## src/sv/axsb_pkg.sv

```systemverilog
// Shared types and codes of the AXI to simple bus bridge.
// Depends on nothing; every other file uses it by scoped names.
package axsb_pkg;

  // Channel event codes on the input side.
  localparam logic [1:0] ACT_RD_ADDR = 2'd0;
  localparam logic [1:0] ACT_WR_ADDR = 2'd1;
  localparam logic [1:0] ACT_WR_BEAT = 2'd2;
  localparam logic [1:0] ACT_BUS_RSP = 2'd3;

  // Burst type codes.
  localparam logic [1:0] BURST_FIXED = 2'd0;
  localparam logic [1:0] BURST_WRAP  = 2'd2;

  // Result kinds.
  localparam logic [1:0] KIND_BUS_REQ = 2'd0;
  localparam logic [1:0] KIND_R_BEAT  = 2'd1;
  localparam logic [1:0] KIND_B_RESP  = 2'd2;
  localparam logic [1:0] KIND_IGNORED = 2'd3;

  // AXI response codes.
  localparam logic [1:0] RESP_OKAY   = 2'd0;
  localparam logic [1:0] RESP_SLVERR = 2'd2;

  // Result queue geometry.
  localparam int QDepth = 4;
  localparam int QPtrW  = $clog2(QDepth);
  localparam int QCntW  = $clog2(QDepth + 1);

  // Burst phase, one-hot.
  typedef enum logic [2:0] {
    PH_IDLE = 3'b001,
    PH_RD   = 3'b010,
    PH_WR   = 3'b100
  } phase_t;

  // One input transaction.
  typedef struct packed {
    logic [1:0]  action;
    logic [7:0]  txn_id;
    logic [31:0] start_addr;
    logic [7:0]  burst_len;
    logic [2:0]  beat_size;
    logic [1:0]  burst_type;
    logic [31:0] wdata;
    logic [3:0]  wstrobe;
    logic        wlast;
    logic        rsp_ok;
  } in_item_t;

  // One result transaction.
  typedef struct packed {
    logic [1:0]  kind;
    logic [7:0]  out_id;
    logic [31:0] bus_addr;
    logic [31:0] out_data;
    logic [3:0]  bus_strobe;
    logic        bus_is_write;
    logic [31:0] bus_tag;
    logic [1:0]  axi_resp;
    logic        rbeat_last;
    logic        run_last;
  } result_t;

  // All results that one input transaction causes.
  typedef struct packed {
    logic    two;
    result_t res0;
    result_t res1;
  } q_entry_t;

endpackage

```

## src/sv/axi_to_simple_bus_bridge_unit.sv

```systemverilog
// Top level of the AXI burst to simple bus bridge.
// Depends on axsb_pkg, axsb_front, axsb_queue and axsb_back.
//
// Usage: each input transaction is one channel event (read address, write
// address, write data beat or bus response), offered on in_valid/in_ready.
// Every result (a bus request, an AXI read beat, an AXI write response or an
// ignored marker) leaves on out_valid/out_ready, with out_run_last set on the
// final result of each input transaction. Events offered in the wrong phase
// yield one ignored result and change nothing.
// With the queue empty, a result is presented in the cycle after its input is
// accepted; otherwise it waits behind the queued results.
// Throughput: one input transaction per cycle while the queue is not full. A
// read response that also issues the next bus read yields two results, which
// leave one after the other through the single result port.
// The front state machine updates in the accept cycle; a four-entry queue of
// result groups decouples it from the output side, so in_ready only drops
// when the queue is full, either because the receiver holds out_ready low or
// because a long run of two-result transactions outpaces the result port.
// Reset (rst_n low at a clock edge) returns the bridge to idle, empties the
// queue and sets the next bus tag to 1. While the receiver stalls, the
// presented result and its fields stay unchanged.
module axi_to_simple_bus_bridge_unit (
  input  logic        clk,
  input  logic        rst_n,
  input  logic        in_valid,
  output logic        in_ready,
  input  logic [1:0]  in_action,
  input  logic [7:0]  in_txn_id,
  input  logic [31:0] in_start_addr,
  input  logic [7:0]  in_burst_len,
  input  logic [2:0]  in_beat_size,
  input  logic [1:0]  in_burst_type,
  input  logic [31:0] in_wdata,
  input  logic [3:0]  in_wstrobe,
  input  logic        in_wlast,
  input  logic        in_rsp_ok,
  output logic        out_valid,
  input  logic        out_ready,
  output logic [1:0]  out_kind,
  output logic [7:0]  out_id,
  output logic [31:0] out_bus_addr,
  output logic [31:0] out_data,
  output logic [3:0]  out_bus_strobe,
  output logic        out_bus_is_write,
  output logic [31:0] out_bus_tag,
  output logic [1:0]  out_axi_resp,
  output logic        out_rbeat_last,
  output logic        out_run_last
);

  axsb_pkg::in_item_t item;
  axsb_pkg::q_entry_t push_entry;
  axsb_pkg::q_entry_t head;
  axsb_pkg::result_t  out_res;
  logic accept, push, pop, full, empty;

  // The front only needs room for one result group to take a transaction.
  assign in_ready = !full;
  assign accept   = in_valid && in_ready;

  assign item.action     = in_action;
  assign item.txn_id     = in_txn_id;
  assign item.start_addr = in_start_addr;
  assign item.burst_len  = in_burst_len;
  assign item.beat_size  = in_beat_size;
  assign item.burst_type = in_burst_type;
  assign item.wdata      = in_wdata;
  assign item.wstrobe    = in_wstrobe;
  assign item.wlast      = in_wlast;
  assign item.rsp_ok     = in_rsp_ok;

  axsb_front u_front (
    .clk        (clk),
    .rst_n      (rst_n),
    .accept     (accept),
    .item       (item),
    .push       (push),
    .push_entry (push_entry)
  );

  axsb_queue u_queue (
    .clk        (clk),
    .rst_n      (rst_n),
    .push       (push),
    .push_entry (push_entry),
    .pop        (pop),
    .full       (full),
    .empty      (empty),
    .head       (head)
  );

  axsb_back u_back (
    .clk       (clk),
    .rst_n     (rst_n),
    .empty     (empty),
    .head      (head),
    .pop       (pop),
    .out_ready (out_ready),
    .out_valid (out_valid),
    .out_res   (out_res)
  );

  assign out_kind         = out_res.kind;
  assign out_id           = out_res.out_id;
  assign out_bus_addr     = out_res.bus_addr;
  assign out_data         = out_res.out_data;
  assign out_bus_strobe   = out_res.bus_strobe;
  assign out_bus_is_write = out_res.bus_is_write;
  assign out_bus_tag      = out_res.bus_tag;
  assign out_axi_resp     = out_res.axi_resp;
  assign out_rbeat_last   = out_res.rbeat_last;
  assign out_run_last     = out_res.run_last;

endmodule

```

## src/sv/axsb_front.sv

```systemverilog
// Front part of the bridge: burst state machine that classifies each input
// transaction and builds its results. Depends on axsb_pkg.
module axsb_front (
  input  logic                clk,
  input  logic                rst_n,
  input  logic                accept,
  input  axsb_pkg::in_item_t  item,
  output logic                push,
  output axsb_pkg::q_entry_t  push_entry
);

  axsb_pkg::phase_t phase_r, phase_nxt;
  logic [7:0]  saved_id_r, saved_id_nxt;
  logic [31:0] cur_addr_r, cur_addr_nxt;
  logic [7:0]  saved_len_r, saved_len_nxt;
  logic [2:0]  saved_size_r, saved_size_nxt;
  logic [1:0]  saved_burst_r, saved_burst_nxt;
  logic [8:0]  beat_count_r, beat_count_nxt;
  logic        rsp_pending_r, rsp_pending_nxt;
  logic [31:0] next_tag_r, next_tag_nxt;

  logic [8:0]  len_ext;
  logic [31:0] adv_addr;
  logic        rd_last;

  assign len_ext = {1'b0, saved_len_r};
  // FIXED keeps the address; every other accepted type steps by 2^size.
  assign adv_addr = (saved_burst_r == axsb_pkg::BURST_FIXED) ? cur_addr_r :
                    cur_addr_r + (32'd1 << saved_size_r);
  assign rd_last = (beat_count_r == len_ext) || !item.rsp_ok;

  always_comb begin
    phase_nxt       = phase_r;
    saved_id_nxt    = saved_id_r;
    cur_addr_nxt    = cur_addr_r;
    saved_len_nxt   = saved_len_r;
    saved_size_nxt  = saved_size_r;
    saved_burst_nxt = saved_burst_r;
    beat_count_nxt  = beat_count_r;
    rsp_pending_nxt = rsp_pending_r;
    next_tag_nxt    = next_tag_r;
    push            = 1'b0;
    push_entry      = '0;
    if (accept) begin
      push = 1'b1;
      push_entry.res0.kind     = axsb_pkg::KIND_IGNORED;
      push_entry.res0.run_last = 1'b1;
      if (phase_r == axsb_pkg::PH_IDLE &&
          (item.action inside {axsb_pkg::ACT_RD_ADDR, axsb_pkg::ACT_WR_ADDR})) begin
        if (item.burst_type == axsb_pkg::BURST_WRAP) begin
          push_entry.res0.kind = (item.action == axsb_pkg::ACT_RD_ADDR) ?
                                 axsb_pkg::KIND_R_BEAT : axsb_pkg::KIND_B_RESP;
          push_entry.res0.out_id     = item.txn_id;
          push_entry.res0.axi_resp   = axsb_pkg::RESP_SLVERR;
          push_entry.res0.rbeat_last = (item.action == axsb_pkg::ACT_RD_ADDR);
        end else begin
          saved_id_nxt    = item.txn_id;
          cur_addr_nxt    = item.start_addr;
          saved_len_nxt   = item.burst_len;
          saved_size_nxt  = item.beat_size;
          saved_burst_nxt = item.burst_type;
          beat_count_nxt  = '0;
          if (item.action == axsb_pkg::ACT_WR_ADDR) begin
            rsp_pending_nxt = 1'b0;
            phase_nxt       = axsb_pkg::PH_WR;
            push            = 1'b0;
          end else begin
            rsp_pending_nxt = 1'b1;
            phase_nxt       = axsb_pkg::PH_RD;
            push_entry.res0.kind     = axsb_pkg::KIND_BUS_REQ;
            push_entry.res0.bus_addr = item.start_addr;
            push_entry.res0.bus_tag  = next_tag_r;
            next_tag_nxt             = next_tag_r + 32'd1;
          end
        end
      end else if (phase_r == axsb_pkg::PH_RD && item.action == axsb_pkg::ACT_BUS_RSP &&
                   rsp_pending_r) begin
        push_entry.res0.kind       = axsb_pkg::KIND_R_BEAT;
        push_entry.res0.out_id     = saved_id_r;
        push_entry.res0.out_data   = item.rsp_ok ? item.wdata : 32'd0;
        push_entry.res0.axi_resp   = item.rsp_ok ? axsb_pkg::RESP_OKAY :
                                                   axsb_pkg::RESP_SLVERR;
        push_entry.res0.rbeat_last = rd_last;
        if (rd_last) begin
          rsp_pending_nxt = 1'b0;
          phase_nxt       = axsb_pkg::PH_IDLE;
        end else begin
          // The next beat's bus read follows the returned beat.
          push_entry.res0.run_last = 1'b0;
          beat_count_nxt           = beat_count_r + 9'd1;
          cur_addr_nxt             = adv_addr;
          push_entry.two           = 1'b1;
          push_entry.res1.kind     = axsb_pkg::KIND_BUS_REQ;
          push_entry.res1.bus_addr = adv_addr;
          push_entry.res1.bus_tag  = next_tag_r;
          push_entry.res1.run_last = 1'b1;
          next_tag_nxt             = next_tag_r + 32'd1;
        end
      end else if (phase_r == axsb_pkg::PH_WR && item.action == axsb_pkg::ACT_BUS_RSP &&
                   rsp_pending_r) begin
        rsp_pending_nxt = 1'b0;
        if (!item.rsp_ok || beat_count_r > len_ext) begin
          push_entry.res0.kind     = axsb_pkg::KIND_B_RESP;
          push_entry.res0.out_id   = saved_id_r;
          push_entry.res0.axi_resp = item.rsp_ok ? axsb_pkg::RESP_OKAY :
                                                   axsb_pkg::RESP_SLVERR;
          phase_nxt                = axsb_pkg::PH_IDLE;
        end else begin
          // A good response in mid burst is absorbed.
          push = 1'b0;
        end
      end else if (phase_r == axsb_pkg::PH_WR && item.action == axsb_pkg::ACT_WR_BEAT &&
                   !rsp_pending_r && beat_count_r <= len_ext) begin
        push_entry.res0.kind         = axsb_pkg::KIND_BUS_REQ;
        push_entry.res0.bus_addr     = cur_addr_r;
        push_entry.res0.out_data     = item.wdata;
        push_entry.res0.bus_strobe   = item.wstrobe;
        push_entry.res0.bus_is_write = 1'b1;
        push_entry.res0.bus_tag      = next_tag_r;
        next_tag_nxt                 = next_tag_r + 32'd1;
        rsp_pending_nxt              = 1'b1;
        if (item.wlast) begin
          beat_count_nxt = len_ext + 9'd1;
        end else begin
          cur_addr_nxt   = adv_addr;
          beat_count_nxt = beat_count_r + 9'd1;
        end
      end
    end
  end

  always_ff @(posedge clk) begin
    if (!rst_n) begin
      phase_r       <= axsb_pkg::PH_IDLE;
      saved_id_r    <= '0;
      cur_addr_r    <= '0;
      saved_len_r   <= '0;
      saved_size_r  <= '0;
      saved_burst_r <= '0;
      beat_count_r  <= '0;
      rsp_pending_r <= 1'b0;
      next_tag_r    <= 32'd1;
    end else begin
      phase_r       <= phase_nxt;
      saved_id_r    <= saved_id_nxt;
      cur_addr_r    <= cur_addr_nxt;
      saved_len_r   <= saved_len_nxt;
      saved_size_r  <= saved_size_nxt;
      saved_burst_r <= saved_burst_nxt;
      beat_count_r  <= beat_count_nxt;
      rsp_pending_r <= rsp_pending_nxt;
      next_tag_r    <= next_tag_nxt;
    end
  end

endmodule

```

## src/sv/axsb_queue.sv

```systemverilog
// Short result queue between the front and back parts of the bridge.
// Depends on axsb_pkg.
module axsb_queue (
  input  logic                clk,
  input  logic                rst_n,
  input  logic                push,
  input  axsb_pkg::q_entry_t  push_entry,
  input  logic                pop,
  output logic                full,
  output logic                empty,
  output axsb_pkg::q_entry_t  head
);

  axsb_pkg::q_entry_t mem_r [axsb_pkg::QDepth];
  logic [axsb_pkg::QPtrW-1:0] wr_ptr_r, wr_ptr_nxt;
  logic [axsb_pkg::QPtrW-1:0] rd_ptr_r, rd_ptr_nxt;
  logic [axsb_pkg::QCntW-1:0] count_r, count_nxt;
  logic do_push, do_pop;

  assign full    = (count_r == axsb_pkg::QCntW'(axsb_pkg::QDepth));
  assign empty   = (count_r == '0);
  assign head    = mem_r[rd_ptr_r];
  assign do_push = push && !full;
  assign do_pop  = pop && !empty;

  always_comb begin
    wr_ptr_nxt = do_push ? wr_ptr_r + 1'b1 : wr_ptr_r;
    rd_ptr_nxt = do_pop ? rd_ptr_r + 1'b1 : rd_ptr_r;
    count_nxt  = count_r;
    if (do_push && !do_pop) begin
      count_nxt = count_r + 1'b1;
    end else if (do_pop && !do_push) begin
      count_nxt = count_r - 1'b1;
    end
  end

  always_ff @(posedge clk) begin
    if (do_push) begin
      mem_r[wr_ptr_r] <= push_entry;
    end
  end

  always_ff @(posedge clk) begin
    if (!rst_n) begin
      wr_ptr_r <= '0;
      rd_ptr_r <= '0;
      count_r  <= '0;
    end else begin
      wr_ptr_r <= wr_ptr_nxt;
      rd_ptr_r <= rd_ptr_nxt;
      count_r  <= count_nxt;
    end
  end

endmodule

```

## src/sv/axsb_back.sv

```systemverilog
// Back part of the bridge: sends the one or two results of each queue
// entry on the result channel in order. Depends on axsb_pkg.
module axsb_back (
  input  logic                clk,
  input  logic                rst_n,
  input  logic                empty,
  input  axsb_pkg::q_entry_t  head,
  output logic                pop,
  input  logic                out_ready,
  output logic                out_valid,
  output axsb_pkg::result_t   out_res
);

  logic sel_r, sel_nxt;
  logic take;

  assign out_valid = !empty;
  assign out_res   = sel_r ? head.res1 : head.res0;
  assign take      = out_valid && out_ready;
  assign pop       = take && (sel_r || !head.two);

  always_comb begin
    sel_nxt = sel_r;
    if (take) begin
      sel_nxt = !pop;
    end
  end

  always_ff @(posedge clk) begin
    if (!rst_n) begin
      sel_r <= 1'b0;
    end else begin
      sel_r <= sel_nxt;
    end
  end

endmodule
```

## config.mk

```make
export PLATFORM = sky130hd
export DESIGN_NAME = axi_to_simple_bus_bridge_unit
export DESIGN_NICKNAME = d
export VERILOG_FILES = /design/src/sv/axsb_pkg.sv /design/src/sv/axi_to_simple_bus_bridge_unit.sv /design/src/sv/axsb_front.sv /design/src/sv/axsb_queue.sv /design/src/sv/axsb_back.sv
export SDC_FILE = /design/constraint.sdc
export NUM_CORES = 1
export LEC_CHECK = 0
export BUFFER_PORTS_ARGS = -buffer_cell sky130_fd_sc_hd__buf_4
export CAP_MARGIN = 15
export CORE_UTILIZATION = 61
export CTS_CLUSTER_SIZE = 28
export DETAILED_ROUTE_END_ITERATION = 8
export HOLD_SLACK_MARGIN = 0.08
export PLACE_DENSITY = 0.85
export SLEW_MARGIN = 10
export SYNTH_ARGS = -nofsm -noshare
export SYNTH_HDL_FRONTEND = slang
export SYNTH_SLANG_ARGS = --single-unit
export TNS_END_PERCENT = 5
```

## constraint.sdc

```tcl
create_clock -name clk -period 8.35 [get_ports clk]
set_input_delay 0.835 -clock clk [delete_from_list [all_inputs] [get_ports clk]]
set_output_delay 0.835 -clock clk [all_outputs]
set_load 0.05 [all_outputs]
```

==> Word level (Yosys, flattened, before mapping) <==
Memory sizes are Yosys's and may differ from the RTL's. A register that Yosys moved wholly into a read port is not among the register bits.
Index checks and enable logic that the tools add are counted.
{ "word_totals": {"register_bits": 106, "ramBits": 732, "input_bits": 97, "output_inout_bits": 117, "wordCells": 174, "n_memories": 1} }
{ "mem_list": {"columns": ["memory", "depth", "width", "rd", "rd_clocked_by_memory_dff", "write_ports", "line", "source"], "rows": [
  ["u_queue.mem_r", 4, 183, 1, 1, 1, "axsb_queue.sv:14", "axsb_pkg::q_entry_t mem_r [axsb_pkg::QDepth];"]
]} }
{ "op_classes": {"addsub": 8, "n_lt_le_gt_ge": 2, "n_eq_ne": 15, "shift": 1, "mux": 92, "n_bitwise": 1, "reduce_logical": 41} }
{ "ops": {"columns": ["op", "n"], "rows": [
  ["32-bit 2-to-1 mux", 30],
  ["101-bit 2-to-1 mux", 2],
  ["118-bit 2-to-1 mux", 1],
  ["115-bit 2-to-1 mux", 1],
  ["37-bit 2-to-1 mux", 2],
  ["9-bit 2-to-1 mux", 8],
  ["42-bit 2-to-1 mux", 1],
  ["3-bit 2-to-1 mux", 12],
  ["35-bit 2-to-1 mux", 1],
  ["32-bit by 1-bit adder with 32-bit output, second input constant", 1],
  ["32-bit adder", 1],
  ["1-bit by 3-bit left shift with 32-bit output, first input constant", 1],
  ["2-bit 2-to-1 mux", 11],
  ["1-bit 2-to-1 mux", 19],
  ["8-bit 2-to-1 mux", 2],
  ["1-bit logical AND", 15],
  ["6-bit AND reduction", 2],
  ["10-bit 2-to-1 mux", 1],
  ["5-bit AND reduction", 2],
  ["8-bit by 1-bit adder with 9-bit output, second input constant", 1],
  ["9-bit by 1-bit adder with 9-bit output, second input constant", 1],
  ["9-bit by 8-bit == test with 1-bit output", 1],
  ["9-bit by 8-bit > comparator with 1-bit output", 1],
  ["9-bit by 8-bit less-or-equal comparator with 1-bit output", 1],
  ["other kinds (22)", 42]
]} }

==> Longest topological paths before layout <==
{ "depth": {"word_depth": 12, "mapped_depth": 12, "ltp_nobuf": 12} }

==> Hierarchy <==
Synthesis repeated with hierarchy kept, for this count alone.
{ "hier_totals": {"hier_cells": 2515, "hier_area_um2": 43455.4} }
{ "by_module_without_submodules": {"columns": ["module", "instances", "cells_per_inst", "area_each_um2", "seq_area_each_um2"], "rows": [
  ["axsb_queue", 1, 1255, 33812.4, 27926.8],
  ["axsb_front", 1, 1123, 8026.4, 1961.9],
  ["axsb_back", 1, 135, 1606.5, 20.0],
  ["axi_to_simple_bus_bridge_unit", 1, 2, 10.0, 0.0]
]} }

==> Least setup slack after synthesis <==
No wires, ideal clock.
{ "synth_timing": {"path_kind": "register to register", "from": "register u_front.saved_len_r[2]", "to": "memory u_queue.mem_r[0][0] (netlist name), enable pin", "setup_ps": 561, "t_arrival_ps": 5866, "setup_slack_ps": 1923, "path_stages_with_launch": 8, "n_path_buf": 0, "synth_period_minus_slack_ps": 6427, "path_cell_list": "dfxtp_1 > inv_1 > ha_1 > and4_1 > a221o_1 > o211ai_4 > a311oi_2 > and2_1"} }
{ "synth_via": {"elab_chain_cells": 10} }
{ "synth_rtl": {"columns": ["element", "line", "source"], "rows": [
  ["start: declaration", "axsb_front.sv:15", "logic [7:0] saved_len_r, saved_len_nxt;"],
  ["start signal: assignment", "axsb_front.sv:147", "saved_len_r <= saved_len_nxt;"],
  ["9-bit by 8-bit > comparator with 1-bit output", "axsb_front.sv:102", "if (!item.rsp_ok || beat_count_r > len_ext) begin"],
  ["1-bit logical OR", "axsb_front.sv:102", null],
  ["1-bit 2-to-1 mux", "axsb_front.sv:102", null],
  ["1-bit 2-to-1 mux", "axsb_front.sv:99", "end else if (phase_r == axsb_pkg::PH_WR && item.action == axsb_pkg::ACT_BUS_RSP &&"],
  ["1-bit 2-to-1 mux", "axsb_front.sv:76", "end else if (phase_r == axsb_pkg::PH_RD && item.action == axsb_pkg::ACT_BUS_RSP &&"],
  ["1-bit 2-to-1 mux", "axsb_front.sv:48", "if (phase_r == axsb_pkg::PH_IDLE &&"],
  ["1-bit 2-to-1 mux", "axsb_front.sv:44", "if (accept) begin"],
  ["1-bit logical AND", "axsb_queue.sv:23", "assign do_push = push && !full;"],
  ["via u_queue.do_push", "axsb_queue.sv:18", "logic do_push, do_pop;"],
  ["1-bit 2-to-1 mux", "axsb_queue.sv:38", "if (do_push) begin"],
  ["1-bit 2-to-1 mux (implied by the code)", "axsb_queue.sv:39", "mem_r[wr_ptr_r] <= push_entry;"],
  ["end: declaration", "axsb_queue.sv:14", null]
]} }
The timed path passes the listed nets, and every way through them passes these cells.

==> metrics.md <==
| Metric | Value |
|---|---|
| Status | `finished clean` |
| Initial DRC Count | `2521` |
| Placed cell area | `0.0372 mm2` |
| Drt wl/cell | `24.7 um` |
| Max-slew headroom | `22.3%` |
| Main synth FF type | `edfxtp_1` |
| First-pass GRT wire length | `122000 um` |
| Worst-margin pin slew | `1160 ps` |
| Internal | `8.28 mW` |
| Fraction of layout cells with a size suffix above 1 | `22.4%` |
| Count of cell types in the netlist | `82` |
| Switching share of power | `33.0%` |
| CTS resizes | `0` |
| Commonest non-fill, non-tap cell in the layout | `edfxtp_1` |
| Pwr Density | `309 mW/mm2` |
| WS Path Type | `flop to primary output` |
| Syn Area/Cell | `15.2 um2` |
| Sequential cell area | `0.0237 mm2` |
| Multi-input gate area | `0.0107 mm2` |
| Core Region | `0.0565 mm2` |
| DP HPWL | `46300 um` |
| Hold_buf cts | `0` |
| Critical path endpoint category | `primary output` |
| Final Instance Area | `0.0399 mm2` |
| 1st-pass router iterations | `6` |
| Clock power share | `29.5%` |
| Die footprint | `0.0583 mm2` |
| Synth Cell Area | `0.0350 mm2` |
| Drt total wl | `81700 um` |
| Syn_nets | `2420` |
| Async set-reset flop share out of synthesis | `0%` |
| Total CTS buffers | `80` |
| Largest net degree at the start of global routing | `93` |
| Unrepaired setup endpoints after global routing | `no` |
| Hold Violations, Final | `0` |
| N_diodes | `0` |
| Num rows | `87` |
| Final worst-path cycle share | `53.3%` |
| Port Buffers | `212` |
| Maxcap violations | `0` |
| Clock root buffer | `clkbuf_16` |
| Most frequent cells in the layout | `716 x edfxtp_1, 341 x nand2_1, 240 x buf_4` |
| Critical Path Start Type | `flop` |
| WHS Path Cells | `2` |
| Die W | `241 um` |
| Setup Buffers After CTS | `0` |
| CP max FO | `77` |
| Sequential group share of total power | `41.1%` |
| Reg2reg start | `u_front.saved_len_r[7]` |
| Period minus WS final | `4450 ps` |
| DR DRC count | `0` |
| Vias per inst | `6.47` |
| Synth warn | `0` |
| Post-Syn Instances | `2297` |
| Hold Crit Start | `u_front.saved_id_r[3]` |
| Clock sink total | `824` |
| Later-pin clock latency in the skew report | `630 ps` |
| Area Growth Syn to Fin | `14.1%` |
| Sum of negative setup slack | `0 ps` |
| Post-synth EDFFs | `716` |
| Vias in the first global route | `21447` |
| Max Slew Vio Count | `0` |
| # fillers | `3357` |
| Worst EP required | `7520 ps` |
| Fmax | `0.225 GHz` |
| ANT nets after route | `0` |
| H-Tree Depth | `3` |
| Part of the power in combinational logic | `29.4%` |
| Maximum vdd drop | `0.000238 V` |
| Final setup violation count | `0` |
| Die height | `241 um` |
| Clock skew | `21.7 ps` |
| Reg2Reg Depth | `8` |
| Yosys reg bits | `824` |
| IO Count | `214` |
| Switching pwr | `4.07 mW` |
| Grt ovf | `0` |
| Buffer depth of the longest clock path | `3` |
| Lkg Pwr | `13.3 nW` |
| GRT Total Usage | `28.2%` |
| Min-Delay Path Class | `flop to flop` |
| Register area share after synthesis | `67.6%` |
| DR vias | `21353` |
| Initial Util | `61.9%` |
| Initial antenna violation count | `2` |
| GPL Wtd Cong | `0.870` |
| Clock Pin Slew Worst Setup and Hold Paths | `60 ps` |
| Worst EP arrival | `3610 ps` |
| CTS tree | `yes` |
| Final Net Count | `2600` |
==> path summary, 6_finish.rpt <==
kind,to,slack (ps)
max,out_bus_tag[31],3900
min reg2reg,u_front.saved_id_r[3],460
max reg2reg,u_queue.mem_r[2][115],4000
min,u_front.saved_id_r[3],460
==> critical path, cell delays in order (launching register included) <==
cell and delay (ps):
dfxtp_4 990, buf_4 1000, mux4_2 380, nand2_1 60
nand2_1 220, buf_4 230
==> routing by layer <==
metal  vias to the layer above  track usage, %  part of all wire (%)
met5                         -               0                 0.028
met1                     10793            37.9                    38
li1                       9225               -                     -
met2                      1147            46.4                    49
met4                         4            10.5                   2.7
met3                       184            4.99                   9.6
==> synthesized netlist by cell type, types with 5 or more instances <==
cell type	number	area, um2
o21a_1	5	37.5
nand3_1	32	160
nand4_1	9	56.3
or4_1	15	113
and2_1	156	976
xnor2_1	22	193
edfxtp_1	716	21500
buf_2	14	70.1
a22o_1	32	280
o211a_1	6	60.1
a21oi_1	80	400
nor4_1	13	81.3
clkbuf_1	104	390
buf_1	24	90.1
nor2_1	88	330
and3_1	16	100
a31oi_1	8	50.1
o22ai_1	5	31.3
or3_1	6	37.5
o41ai_1	5	43.8
nand2b_1	18	113
nor3_1	13	65.1
mux4_2	179	4030
o31ai_1	31	233
a32oi_1	7	61.3
ha_1	24	300
dfxtp_1	108	2160
a211oi_1	15	113
o31a_1	7	61.3
nand2_1	341	1280
o21ai_0	26	130
xor2_1	23	201
o311ai_0	18	158
a22oi_1	5	37.5
a211o_1	8	70.1
o211ai_1	6	45.0
inv_1	26	97.6
mux2i_1	15	150
==> state kept, by name, summed over array words and instances, names as in the netlist, 3 cells and up, named ones only <==
register              count
u_front.saved_id_r        8
u_front.beat_count_r      9
u_queue.count_r           3
u_front.saved_size_r      3
u_front.next_tag_r       32
u_front.saved_len_r       8
u_queue.mem_r           716
u_front.phase_r           3
u_front.cur_addr_r       32
==> kinds of logic after synthesis <==
family	count (synthesis)	share of synthesized area [%]
flip-flops	824	67.6
AND/OR/NAND/NOR	731	10.0
AO/OA/AOI/OAI	302	6.30
multiplexers	195	12.0
buffers and inverters	173	1.94
XOR/XNOR	45	1.13
adder cells (fa/ha/maj)	26	0.973
other	1	0.0107
==> final cells by class <==
class	instances	area share, %
well taps	756	2.37
clock inverters	41	0.981
multi-input cells	1300	26.8
repair buffers	243	4.66
flip-flops and latches	824	59.3
clock buffers	109	5.65
inverters	28	0.269
==> power by group through the flow <==
stage,clock network [mW],registers (mW),logic [mW]
2_1_floorplan,0,5.12,2.62
3_3_place_gp,0,5.15,3.53
3_5_place_dp,0,5.19,3.59
4_1_cts,3.68,5.11,3.62
5_1_grt,3.83,5.11,3.83
6_report,3.64,5.08,3.64
==> stage by stage <==
step	util, %	worst slack [ps]	power [mW]	hold slack, ps	cells
final	70.7	3900	12.4	457	3301
after global routing	70.7	3670	12.8	468	3301
after floorplan	-	1920	7.74	433	2297
after global placement	65.9	3940	8.68	438	3149
after CTS	70.6	3600	12.4	442	3299
after detailed placement	65.9	3830	8.77	446	3149
(Power assumes the default switching activity.)
